--- src/rtl/core/pfla_pkg.sv ---
// Shared constants and types for the page free list allocator.
// Holds command and status codes, field widths and the controller/datapath link types.
// No dependencies.
`default_nettype none

package pfla_pkg;

   // Field widths fixed by the command and response formats
   localparam int OP_W       = 3;
   localparam int DEV_PORT_W = 3;
   localparam int PAGE_BITS  = 24;
   localparam int CAP_W      = PAGE_BITS + 1;
   localparam int GEN_W      = 32;
   localparam int STAT_W     = 2;

   // Default sizing
   localparam int NUM_DEVICES_DEF = 8;
   localparam int FREE_DEPTH_DEF  = 64;

   // Command codes
   localparam logic [OP_W-1:0] OP_REGISTER = 3'd0;
   localparam logic [OP_W-1:0] OP_CLEAR    = 3'd1;
   localparam logic [OP_W-1:0] OP_RELEASE  = 3'd2;
   localparam logic [OP_W-1:0] OP_ALLOCATE = 3'd3;
   localparam logic [OP_W-1:0] OP_QUERY    = 3'd4;

   // Response status codes
   localparam logic [STAT_W-1:0] ST_OK        = 2'd0;
   localparam logic [STAT_W-1:0] ST_NOT_FOUND = 2'd1;
   localparam logic [STAT_W-1:0] ST_EXHAUSTED = 2'd2;
   localparam logic [STAT_W-1:0] ST_FULL      = 2'd3;

   // Controller to datapath commands
   typedef struct packed {
      logic load;     // capture command fields
      logic rd_rec;   // read device record
      logic eval;     // execute and write back
      logic pop;      // take popped page from stack read
   } ctrl_cmd_type;

   // Datapath to controller status
   typedef struct packed {
      logic pop_pending;  // stack read issued, page arrives next cycle
   } dpath_stat_type;

endpackage

`default_nettype wire

--- src/rtl/core/pfla_ctrl.sv ---
// Sequencing controller for the page free list allocator.
// Steps one command through read, execute, optional stack pop and response.
// Depends on pfla_pkg.
`default_nettype none

module pfla_ctrl (
   input  wire logic                    clock,
   input  wire logic                    reset,
   input  wire logic                    start,
   input  wire pfla_pkg::dpath_stat_type stat,
   output logic                         busy,
   output logic                         rsp_strobe,
   output pfla_pkg::ctrl_cmd_type       cmd
);

   typedef enum logic [4:0] {
      S_IDLE = 5'b00001,
      S_READ = 5'b00010,
      S_EVAL = 5'b00100,
      S_POP  = 5'b01000,
      S_DONE = 5'b10000
   } state_type;

   state_type state_ff, state_in;

   // Next state and command decode
   always_comb begin
      state_in   = state_ff;
      cmd        = '0;
      busy       = 1'b1;
      rsp_strobe = 1'b0;
      case (state_ff)
         S_IDLE: begin
            busy     = 1'b0;
            cmd.load = start;
            if (start) begin
               state_in = S_READ;
            end
         end
         S_READ: begin
            cmd.rd_rec = 1'b1;
            state_in   = S_EVAL;
         end
         S_EVAL: begin
            cmd.eval = 1'b1;
            state_in = stat.pop_pending ? S_POP : S_DONE;
         end
         S_POP: begin
            cmd.pop  = 1'b1;
            state_in = S_DONE;
         end
         S_DONE: begin
            rsp_strobe = 1'b1;
            state_in   = S_IDLE;
         end
         default: begin
            state_in = S_IDLE;
         end
      endcase
   end

   // State register
   always_ff @(posedge clock) begin
      if (reset) begin
         state_ff <= S_IDLE;
      end else begin
         state_ff <= state_in;
      end
   end

endmodule

`default_nettype wire

--- config.mk ---
export PLATFORM = sky130hd
export DESIGN_NAME = pfla_ctrl
export DESIGN_NICKNAME = d
export VERILOG_FILES = /design/src/rtl/core/pfla_pkg.sv /design/src/rtl/core/pfla_ctrl.sv
export SDC_FILE = /design/constraint.sdc
export NUM_CORES = 1
export LEC_CHECK = 0
export BUFFER_PORTS_ARGS = -buffer_cell sky130_fd_sc_hd__buf_2
export CAP_MARGIN = 15
export CORE_AREA = 2 2 39 41
export DETAILED_ROUTE_END_ITERATION = 6
export DIE_AREA = 0 0 41 43
export GPL_ROUTABILITY_DRIVEN = 0
export SLEW_MARGIN = 15
export SYNTH_ARGS = -nofsm -noshare
export SYNTH_HDL_FRONTEND = slang
export SYNTH_SLANG_ARGS = --single-unit
--- constraint.sdc ---
create_clock -name clock -period 2.6 [get_ports clock]
set_clock_uncertainty 0.2 [all_clocks]
set_input_delay 0.52 -clock clock [delete_from_list [all_inputs] [get_ports clock]]
set_output_delay 0.52 -clock clock [all_outputs]
set_load 0.02 [all_outputs]
-- Word level (Yosys, flattened, before mapping)
Cells that the tools add are included.
Widths: inputs -> output; s select.
- bits in registers: 5
- input port bits: 4
- output and inout bits: 6
- eq/ne operators: 6
- multiplexer cells: 9
- operators with widths (cell ; count):
    $pmux 5 s4 ; 1
    $mux 5 ; 2
    $mux 1 ; 6
    $eq 5x1->1 const B ; 1
    $eq 5x2->1 const B ; 1
    $eq 5x3->1 const B ; 1
    $eq 5x4->1 const B ; 1
    $eq 5x5->1 const B ; 1
    $ne 2x2->1 const B ; 1

-- Depth between registers and ports, before layout
Gate-level depths: netlist of run 1.
- word-level depth: 2
- depth in mapped cells: 4
- depth with buffers taken out: 3

-- Least setup slack after synthesis of run 1
Ideal clock, no wire load.
- path type: register to output
- start point: register state_ff[3]
- end point: output port cmd[1] (netlist name)
- arrival: 1.157 ns
- required time: 1.880 ns
- path slack: 0.723 ns
- stages on the path, launching flop included: 3
- path buffers: 0
- path through: dfxtp_1 nand2b_1 nor4_1
- RTL lines (element ; RTL line ; text):
    start: declaration ; pfla_ctrl.sv:24 ; state_type state_ff, state_in;
    start signal: assignment ; pfla_ctrl.sv:67 ; state_ff <= state_in;
    end: declaration ; pfla_ctrl.sv:13 ; output pfla_pkg::ctrl_cmd_type cmd

==> results of run 1 <==
## metal layers
| metal | track usage, % | vias to the layer above | share of wire, % |
|---|---|---|---|
| met5 | 0 | - | 0 |
| met4 | 12.0 | 0 | 3.8 |
| met3 | 1.57 | 2 | 5.0 |
| met2 | 9.38 | 8 | 45 |
| met1 | 9.97 | 127 | 47 |
| li1 | - | 135 | - |
## worst max-delay path: cells and delay by family (launching register included)
kind / cells / cell delay [ns]
flip-flops: 1 / 0.49
AND/OR/NAND/NOR: 2 / 0.35
buffers and inverters: 1 / 0.21
## placed cells by master, fill, tap and decap left out, types with 2 or more instances in the layout
master    Yosys  final
buf_2         0      9
nor2_1        5      5
dfxtp_1       5      5
and3_1        3      3
nor4_1        3      3
clkbuf_4      0      3
nand2b_1      2      2
## power by group
group          switching (mW)  internal, mW
Clock                  0.0317        0.0580
Sequential            0.00450        0.0794
Combinational          0.0124        0.0104
Total                  0.0487         0.148
## cells by family after synthesis
group / Yosys count / synth area share, %
simple gates: 21 / 50.9
compound gates: 3 / 7.48
buf+inv: 1 / 4.21
flops: 5 / 37.4
## layout make-up
class                      instances  area share (%)
tap                               16            5.76
timing repair buffer               9            12.9
multi-input combinational         24            45.0
clock buffer                       4            7.55
sequential                         5            28.8
## stage by stage
stage,power (mW),hold WS (ns)
after floorplan,0.0998,0.273
after global placement,0.108,0.334
after detailed placement,0.108,0.335
after CTS,0.201,0.268
after global routing,0.205,0.286
final,0.197,0.274
## final timing paths
kind / start / endpoint / slack (ns)
max: state_ff[2]$_SDFFE_PP0P_ / cmd[1] / 0.59
min: reset / state_ff[1]$_SDFFE_PP0P_ / 0.27
max reg2reg: state_ff[3]$_SDFFE_PP0P_ / state_ff[0]$_SDFFE_PP1P_ / 1.36
min reg2reg: state_ff[1]$_SDFFE_PP0P_ / state_ff[3]$_SDFFE_PP0P_ / 0.35
==> impl_summary.txt, run 1 <==
----------------------------------------------------
[Run]
  Number of violations of the max-capacitance limit ... 0

[Final layout]
  Post-synthesis to final-layout area growth ... 29.9%
  Ratio of cells with drive above 1 in the final layout ... 33.3%
  Largest register by flop count ... state_ff
  Final core area utilization ... 25.1%
  Register area ... 100 µm²
  Nets ... 47
  Biggest registers after layout ... state_ff: 5 flops
  Number of flip-flops under the largest register name ... 5
  Diodes inserted ... 0
  Multi-input logic area ... 156 µm²
  Non-Filler Instances ... 58
  Layout filler cell count ... 153
  Cell area after layout ... 348 µm²

[Min path]
  Instance count along the most critical hold path ... 2
  HP Class ... in -> reg

[Worst setup path]
  Crit path DAT ... 1.29 ns
  Worst endpoint required time ... 1.88 ns
  Critical path launch point type ... register
  Path depth of the worst reg2reg path ... 3
  Biggest fanout along the worst timing path ... 9
  Crit end category ... output port
  Cell with the largest stage delay on the worst path ... dfxtp_1
  Type of the worst setup path ... reg -> out
  Cells along the critical path ... nand2b_1 > nor4_1 > buf_2
  Crit-path max cell delay ... 0.49 ns

[Clock network]
  Maximum level of the CTS H-tree ... 1
  Clock tree sinks ... 5
  Clock tree from TritonCTS ... yes
  Resized Gates After CTS ... 0
  Worst-path clk slew ... 0.04 ns
  Number of hold buffers added after CTS ... 0
  Setup repair bufs after CTS ... 0
  Clock buffer count from CTS ... 3
  Source-to-sink clock delay at the later pin of the worst-skew pair ... 0.24 ns
  Buffers from clock root to sink, at most ... 2
  Clock root cell ... clkbuf_4

[Route]
  Post-route ant nets ... 0
  Initial DRC count ... 6
  Detailed-route wire length per cell ... 10.4 µm
  Via/cell ratio ... 4.69
  Detailed-route wire length ... 606 µm
  Total iterations of the first detailed-routing run ... 3
  Routed via count ... 272
  Number of design rule violations left after detail routing ... 0

[GRT]
  Via count of the first global-routing pass ... 216
  Wire length of the first global-routing pass ... 910 µm
  Total GRT Usage ... 8.23%
  Largest net degree at the start of global routing ... 10
  Final global-route overflow total ... 0
  Initial antenna violation count ... 0

[Place]
  Placement Cell Area ... 322 µm²
  Placed Cells ... 54
  Number of buffer cells added on primary ports ... 9
  HPWL reported at the end of detailed placement ... 438 µm
  Placement-stage worst setup slack ... 0.818 ns

[Floorplanning]
  Chip Width ... 41 µm
  Number of primary I/O pins ... 10
  Starting utilization of the core area ... 19.3%
  Die area ... 0.00176 mm²
  Core area ... 0.00138 mm²
  Die height ... 43 µm
  FP Rows ... 14

[Logic synthesis]
  Combined area of all synthesized cells ... 268 µm²
  Number of unique standard cell types used by synthesis ... 17
  Instance count of the mapped netlist ... 30
  Avg Inst Size Synth ... 8.93 µm²
  Number of synthesized flops with an enable pin ... 0
  Proportion of synthesized chip area in sequential cells ... 37.4%
  Area fraction of the dominant cell type after synthesis ... 37.4%
  Number of warnings printed during yosys synthesis ... 0
  Dominant synthesized flop cell ... dfxtp_1
  Largest cells by area after synthesis ... dfxtp_1 37%, and3_1 7.0%, nor2_1 7.0%, nor4_1 7.0%, nand4bb_2 6.1%
  #FFs+latches synth ... 5
  Fraction of synthesis flops using an asynchronous set or reset pin ... 0%
  Ranking of synthesized cells by instance count ... 5 x dfxtp_1, 5 x nor2_1, 3 x and3_1, 3 x nor4_1, 2 x nand2b_1
  Cell taking the most area after synthesis ... dfxtp_1
  Synthesized netlist net count ... 34

[Timing]
  Finish-stage setup viols ... 0
  Slew at the pin closest to its max-slew limit ... 0.312 ns
  Unrepaired setup endpoints after global routing ... no
  Headroom to the max-slew limit ... 79.2%
  F_max ... 0.498 GHz
  Slack of the critical path ... 0.592 ns
  Final worst path period share ... 77.2%
  Final hold violations ... 0
  Post-layout min period ... 2.01 ns
  Final Max Tran Viols ... 0
  Setup TNS ... 0 ns

[Pwr]
  LEAKAGE ... 0.165 nW
  Peak ir drop on the vdd network ... 128 µV
  Power Dens Cells ... 565 mW/mm²

[Status]
  Outcome ... completed

----------------------------------------------------
Note: power is estimated with default switching activity, not from simulation.
==> inputs of run 2 (changes only) <==
- clock period: 2.6 -> 1.8 ns (I/O delays scaled with it)
==> run 2 against run 1 <==
  * Global-route usage is 1.6 points higher
  * Non-clock buffer count stayed put
  * Combinational power is 48% higher
  * Critical path depth stayed put
  * Final cell count stayed put
  * Flip-flop and latch count stayed put
  * Cell area is 4.0% higher
  * Sequential share of layout area is 0.29 points higher
  * Via count is 1.5% higher
  * Setup slack worse by 0.52 ns
  * Largest cell class unchanged
==> impl_summary.txt, run 2 (synthesis results as in run 1) <==
----------------------------------------------------
[Status]
  Outcome ... completed

[Place]
  Placement Cell Area ... 322 µm² (unchanged)
  Number of buffer cells added on primary ports ... 9 (unchanged)
  HPWL reported at the end of detailed placement ... 445 µm (+1.6%)
  Placement-stage worst setup slack ... 0.263 ns (-0.554 ns)
  Placed Cells ... 54 (unchanged)

[Worst setup path]
  Buffers plus inverters on the worst setup path ... 1 (unchanged)
  Cell family contributing the most delay on the critical path ... simple AND/OR/NAND/NOR gates
  Crit end category ... output port
  Path depth of the worst reg2reg path ... 3 (unchanged)
  Critical path launch point type ... register
  First element of the critical path ... state_ff[3]$_SDFFE_PP0P_
  Startpoint of the worst register-to-register path ... state_ff[4]$_SDFFE_PP0P_
  Cell with the largest stage delay on the worst path ... dfxtp_2
  Worst endpoint required time ... 1.24 ns (-0.64 ns)
  End of the worst register-to-register path ... state_ff[2]$_SDFFE_PP0P_
  Crit-path max cell delay ... 0.35 ns (-0.14 ns)
  Crit path DAT ... 1.17 ns (-0.12 ns)
  Cells along the critical path ... nand4bb_2 > nor3_1 > buf_2
  Type of the worst setup path ... reg -> out
  Biggest fanout along the worst timing path ... 7 (-2)
  Setup slack of the most critical reg-to-reg path ... 0.62 ns (-0.74 ns)

[Clock network]
  Clock root cell ... clkbuf_4
  Clock tree sinks ... 5 (unchanged)
  Clock tree from TritonCTS ... yes
  Maximum level of the CTS H-tree ... 1 (unchanged)
  Number of hold buffers added after CTS ... 0 (unchanged)
  Source-to-sink clock delay at the later pin of the worst-skew pair ... 0.24 ns (about the same)
  Buffers from clock root to sink, at most ... 2 (unchanged)
  Setup repair bufs after CTS ... 0 (unchanged)
  Clock buffer count from CTS ... 3 (unchanged)
  Worst-path clk slew ... 0.04 ns (about the same)

[Timing]
  Finish-stage setup viols ... 0 (unchanged)
  Headroom to the max-slew limit ... 78.4% (-0.81 points)
  Setup TNS ... 0 ns (unchanged)
  Slack of the critical path ... 0.0682 ns (-0.524 ns)
  Unrepaired setup endpoints after global routing ... no
  Final Max Tran Viols ... 0 (unchanged)
  F_max ... 0.577 GHz
  Post-layout min period ... 1.73 ns
  Hold Worst Slack ... 0.107 ns (-0.168 ns)
  Final hold violations ... 0 (unchanged)
  Final worst path period share ... 96.2%
  Slew at the pin closest to its max-slew limit ... 0.320 ns (+0.00813 ns)

[Route]
  Via/cell ratio ... 4.76 (+1.5%)
  Detailed-route wire length per cell ... 10.9 µm (+4.8%)
  Total iterations of the first detailed-routing run ... 2 (-1)
  Routed via count ... 276 (+1.5%)
  Post-route ant nets ... 0 (unchanged)
  Number of design rule violations left after detail routing ... 0 (unchanged)
  Detailed-route wire length ... 635 µm (+4.8%)
  Initial DRC count ... 3 (-3)

[GRT]
  Initial antenna violation count ... 0 (unchanged)
  Final global-route overflow total ... 0 (unchanged)
  Largest net degree at the start of global routing ... 10 (unchanged)
  Via count of the first global-routing pass ... 262 (+21%)
  Wire length of the first global-routing pass ... 1060 µm (+16%)
  Total GRT Usage ... 9.84% (+1.6 points)

[Pwr]
  LEAKAGE ... 0.166 nW (+0.66%)
  Peak ir drop on the vdd network ... 199 µV (+56%)
  Design Power ... 0.286 mW (+45%)
  Power Dens Cells ... 790 mW/mm² (+40%)

[Final layout]
  Post-synthesis to final-layout area growth ... 35.0%
  Layout filler cell count ... 154 (+0.65%)
  Most common library cell in the layout ignoring fill and taps ... buf_2
  Largest register by flop count ... state_ff
  Final core area utilization ... 26.1% (+0.99 points)
  Number of flip-flops under the largest register name ... 5 (unchanged)
  Non-Filler Instances ... 58 (unchanged)
  Biggest registers after layout ... state_ff: 5 flops
  Cell area after layout ... 362 µm² (+4.0%)
  Ratio of cells with drive above 1 in the final layout ... 47.6% (+14 points)
  Nets ... 47 (unchanged)
  Most used cells in the layout excluding fill and tap cells ... 9 x buf_2, 4 x nor2_1, 4 x dfxtp_2, 3 x and3_1, 3 x clkbuf_4
  Diodes inserted ... 0 (unchanged)

[Min path]
  HP Class ... in -> reg
  Worst Min Path Start ... reset
  Instance count along the most critical hold path ... 2 (unchanged)
  Hold endpoint ... state_ff[1]$_SDFFE_PP0P_

[Run]
  Number of violations of the max-capacitance limit ... 0 (unchanged)

[Floorplanning]
  Die height ... 43 µm (unchanged)
  FP Rows ... 14 (unchanged)
  Starting utilization of the core area ... 19.3% (unchanged)
  Number of primary I/O pins ... 10 (unchanged)
  Core area ... 0.00138 mm² (unchanged)
  Chip Width ... 41 µm (unchanged)
  Die area ... 0.00176 mm² (unchanged)

----------------------------------------------------
run 2: what timing repair did:
item                       CTS  global route
cloned                       0             0
setup endpoints to repair    1             4
gates resized for setup      1             5
hold endpoints to repair     0             0
pin swaps                    0             1
run 2: cell type report:
class / instances / area, µm² / share of cell area, %
timing repair buffer: 9 / 45.0 / 12.5
multi-input combinational: 24 / 165 / 45.7
sequential: 5 / 105 / 29.1
tap: 16 / 20.0 / 5.54
clock buffer: 4 / 26.3 / 7.27
run 2: routing by layer:
| metal | vias up | part of all wire (%) | GRT usage [%] | routed length [µm] |
|---|---|---|---|---|
| li1 | 135 | - | - | - |
| met1 | 128 | 45 | 9.65 | 286 |
| met2 | 9 | 44 | 13.8 | 281 |
| met3 | 4 | 6.1 | 4.71 | 39 |
| met4 | 0 | 4.3 | 10.0 | 27 |
| met5 | - | 0 | 0 | 0 |
run 2: worst max path at each step:
stage              to  slack, ns  cells past startpoint
6_report       cmd[3]       0.07                      3
5_1_grt        cmd[3]     0.0001                      3
4_1_cts        cmd[3]      0.008                      3
3_5_place_dp   cmd[3]       0.26                      3
3_3_place_gp   cmd[1]       0.27                      3
2_1_floorplan  cmd[1]       0.08                      2
run 2: report_power, final:
part / internal [mW] / switching (mW) / leakage, nW
Clock: 0.0837 / 0.0448 / 0.0150
Combinational: 0.0155 / 0.0183 / 0.109
Sequential: 0.116 / 0.00774 / 0.0418
Total: 0.215 / 0.0709 / 0.166
==> inputs of run 3 (changes only) <==
- SETUP_SLACK_MARGIN: unset -> 0.1
==> run 3 against run 2 <==
  * Global-route usage shrank 1.3 points
  * Critical path depth did not move
  * Routed wire length rose by 4.4%
  * Die area did not move
  * First-iteration DRC count grew to 3.0 times the previous value
  * Largest power group unchanged
==> impl_summary.txt, run 3 (synthesis results as in run 1) <==
----------------------------------------------------
[Timing]
  Final worst path period share ... 93.1% (-3.1 points)
  F_max ... 0.597 GHz (+3.3%)
  Final hold violations ... 0 (unchanged)
  Slew at the pin closest to its max-slew limit ... 0.289 ns (-0.0303 ns)
  Unrepaired setup endpoints after global routing ... yes
  Slack of the critical path ... 0.124 ns (+0.0559 ns)
  Finish-stage setup viols ... 0 (unchanged)
  Headroom to the max-slew limit ... 80.4% (+2.0 points)
  Setup TNS ... 0 ns (unchanged)
  Post-layout min period ... 1.68 ns (-0.0559 ns)
  Final Max Tran Viols ... 0 (unchanged)

[Pwr]
  LEAKAGE ... 0.174 nW (+5.0%)
  Peak ir drop on the vdd network ... 244 µV (+23%)
  Design Power ... 0.296 mW (+3.6%)
  Power Dens Cells ... 742 mW/mm² (-6.2%)

[Clock network]
  Clock tree from TritonCTS ... yes
  Clock tree sinks ... 5 (unchanged)
  Maximum level of the CTS H-tree ... 1 (unchanged)
  Source-to-sink clock delay at the later pin of the worst-skew pair ... 0.24 ns (about the same)
  Worst-path clk slew ... 0.05 ns (about the same)
  Setup repair bufs after CTS ... 0 (unchanged)
  Clock root cell ... clkbuf_4
  Number of hold buffers added after CTS ... 0 (unchanged)
  Clock buffer count from CTS ... 3 (unchanged)
  Buffers from clock root to sink, at most ... 2 (unchanged)

[Final layout]
  Final core area utilization ... 28.8% (+2.7 points)
  Number of flip-flops under the largest register name ... 5 (unchanged)
  Ratio of cells with drive above 1 in the final layout ... 54.8% (+7.1 points)
  Most common library cell in the layout ignoring fill and taps ... buf_2
  Layout filler cell count ... 156 (+1.3%)
  Biggest registers after layout ... state_ff: 5 flops
  Largest register by flop count ... state_ff
  Nets ... 47 (unchanged)
  Diodes inserted ... 0 (unchanged)
  Post-synthesis to final-layout area growth ... 49.1%
  Most used cells in the layout excluding fill and tap cells ... 7 x buf_2, 4 x nor2_1, 4 x dfxtp_2, 3 x and3_1, 3 x clkbuf_4

[Status]
  Outcome ... completed

[GRT]
  Largest net degree at the start of global routing ... 10 (unchanged)
  Total GRT Usage ... 8.53% (-1.3 points)
  Initial antenna violation count ... 0 (unchanged)
  Via count of the first global-routing pass ... 240 (-8.4%)
  Global Route met1 Usage ... 9.32% (-0.32 points)
  Wire length of the first global-routing pass ... 952 µm (-9.8%)
  Final global-route overflow total ... 0 (unchanged)
  M3 GR Usage ... 6.28% (+1.6 points)
  Met2 capacity usage during global routing ... 11.9% (-1.9 points)
  Peak-usage layer in the global routing report ... met2

[Route]
  Number of design rule violations left after detail routing ... 0 (unchanged)
  Detailed-route wire length per cell ... 11.4 µm (+4.4%)
  Initial DRC count ... 9 (+6)
  Detailed-route wire length ... 663 µm (+4.4%)
  Routed via count ... 259 (-6.2%)
  Total iterations of the first detailed-routing run ... 4 (+2)
  Post-route ant nets ... 0 (unchanged)
  Via/cell ratio ... 4.47 (-6.2%)

[Floorplanning]
  Number of primary I/O pins ... 10 (unchanged)
  Chip Width ... 41 µm (unchanged)
  Core area ... 0.00138 mm² (unchanged)
  Die height ... 43 µm (unchanged)
  Starting utilization of the core area ... 19.3% (unchanged)
  Die area ... 0.00176 mm² (unchanged)
  FP Rows ... 14 (unchanged)

[Place]
  Placement-stage worst setup slack ... 0.234 ns (-0.0296 ns)
  Number of buffer cells added on primary ports ... 9 (unchanged)
  HPWL reported at the end of detailed placement ... 453 µm (+1.9%)

[Run]
  Number of violations of the max-capacitance limit ... 0 (unchanged)

[Worst setup path]
  Biggest fanout along the worst timing path ... 7 (unchanged)
  Worst endpoint required time ... 1.24 ns (about the same)
  Setup slack of the most critical reg-to-reg path ... 0.65 ns (+0.03 ns)
  Crit end category ... output port
  Crit path DAT ... 1.12 ns (-0.05 ns)
  Critical path launch point type ... register
  Type of the worst setup path ... reg -> out

[Min path]
  HP Class ... in -> reg

----------------------------------------------------
run 3: worst paths after layout:
check,from,end,depth (start not counted)
worst max-delay path,state_ff[3]$_SDFFE_PP0P_,cmd[2],3
worst min-delay path,reset,state_ff[1]$_SDFFE_PP0P_,2
worst max register to register,state_ff[0]$_SDFFE_PP1P_,state_ff[0]$_SDFFE_PP1P_,2
worst min register to register,state_ff[4]$_SDFFE_PP0P_,state_ff[1]$_SDFFE_PP0P_,1
run 3: per-stage QoR:
| step | cells | hold WS, ns | cell area (µm²) |
|---|---|---|---|
| 2_1_floorplan | 30 | 0.237 | 274 |
| 6_report | 58 | 0.104 | 399 |
| 3_3_place_gp | 54 | 0.350 | 328 |
| 4_1_cts | 58 | 0.0963 | 394 |
| 5_1_grt | 58 | 0.104 | 399 |
| 3_5_place_dp | 54 | 0.343 | 328 |
run 3: area by class of cell:
| class | count | area (µm²) | area share (%) |
|---|---|---|---|
| Clock buffer | 4 | 26.3 | 6.58 |
| Sequential cell | 5 | 109 | 27.3 |
| Multi-Input combinational cell | 24 | 194 | 48.6 |
| Tap cell | 16 | 20.0 | 5.02 |
| Timing Repair Buffer | 9 | 50.0 | 12.5 |
run 3: timing repair:
action / CTS / global route
resized for setup: 12 / 1
pin swaps: 2 / 0
hold endpoints to repair: 0 / 0
endpoints found under the setup margin: 5 / 5
run 3: layer usage:
metal | wire [µm] | up-vias
met5 | 0 | -
met4 | 0 | 0
met3 | 47 | 0
met2 | 296 | 11
met1 | 320 | 111
li1 | - | 137
run 3: power breakdown:
part	internal (mW)	leakage, nW	switching (mW)
sequential	0.114	0.0426	0.00962
combinational	0.0202	0.117	0.0191
clock	0.0840	0.0150	0.0489
total	0.218	0.174	0.0776
run 3: worst max-delay path, cell delays in order (launching register included):
cell and delay, ns:
dfxtp_2 0.35, nor3_2 0.19, and3b_1 0.19, buf_4 0.14
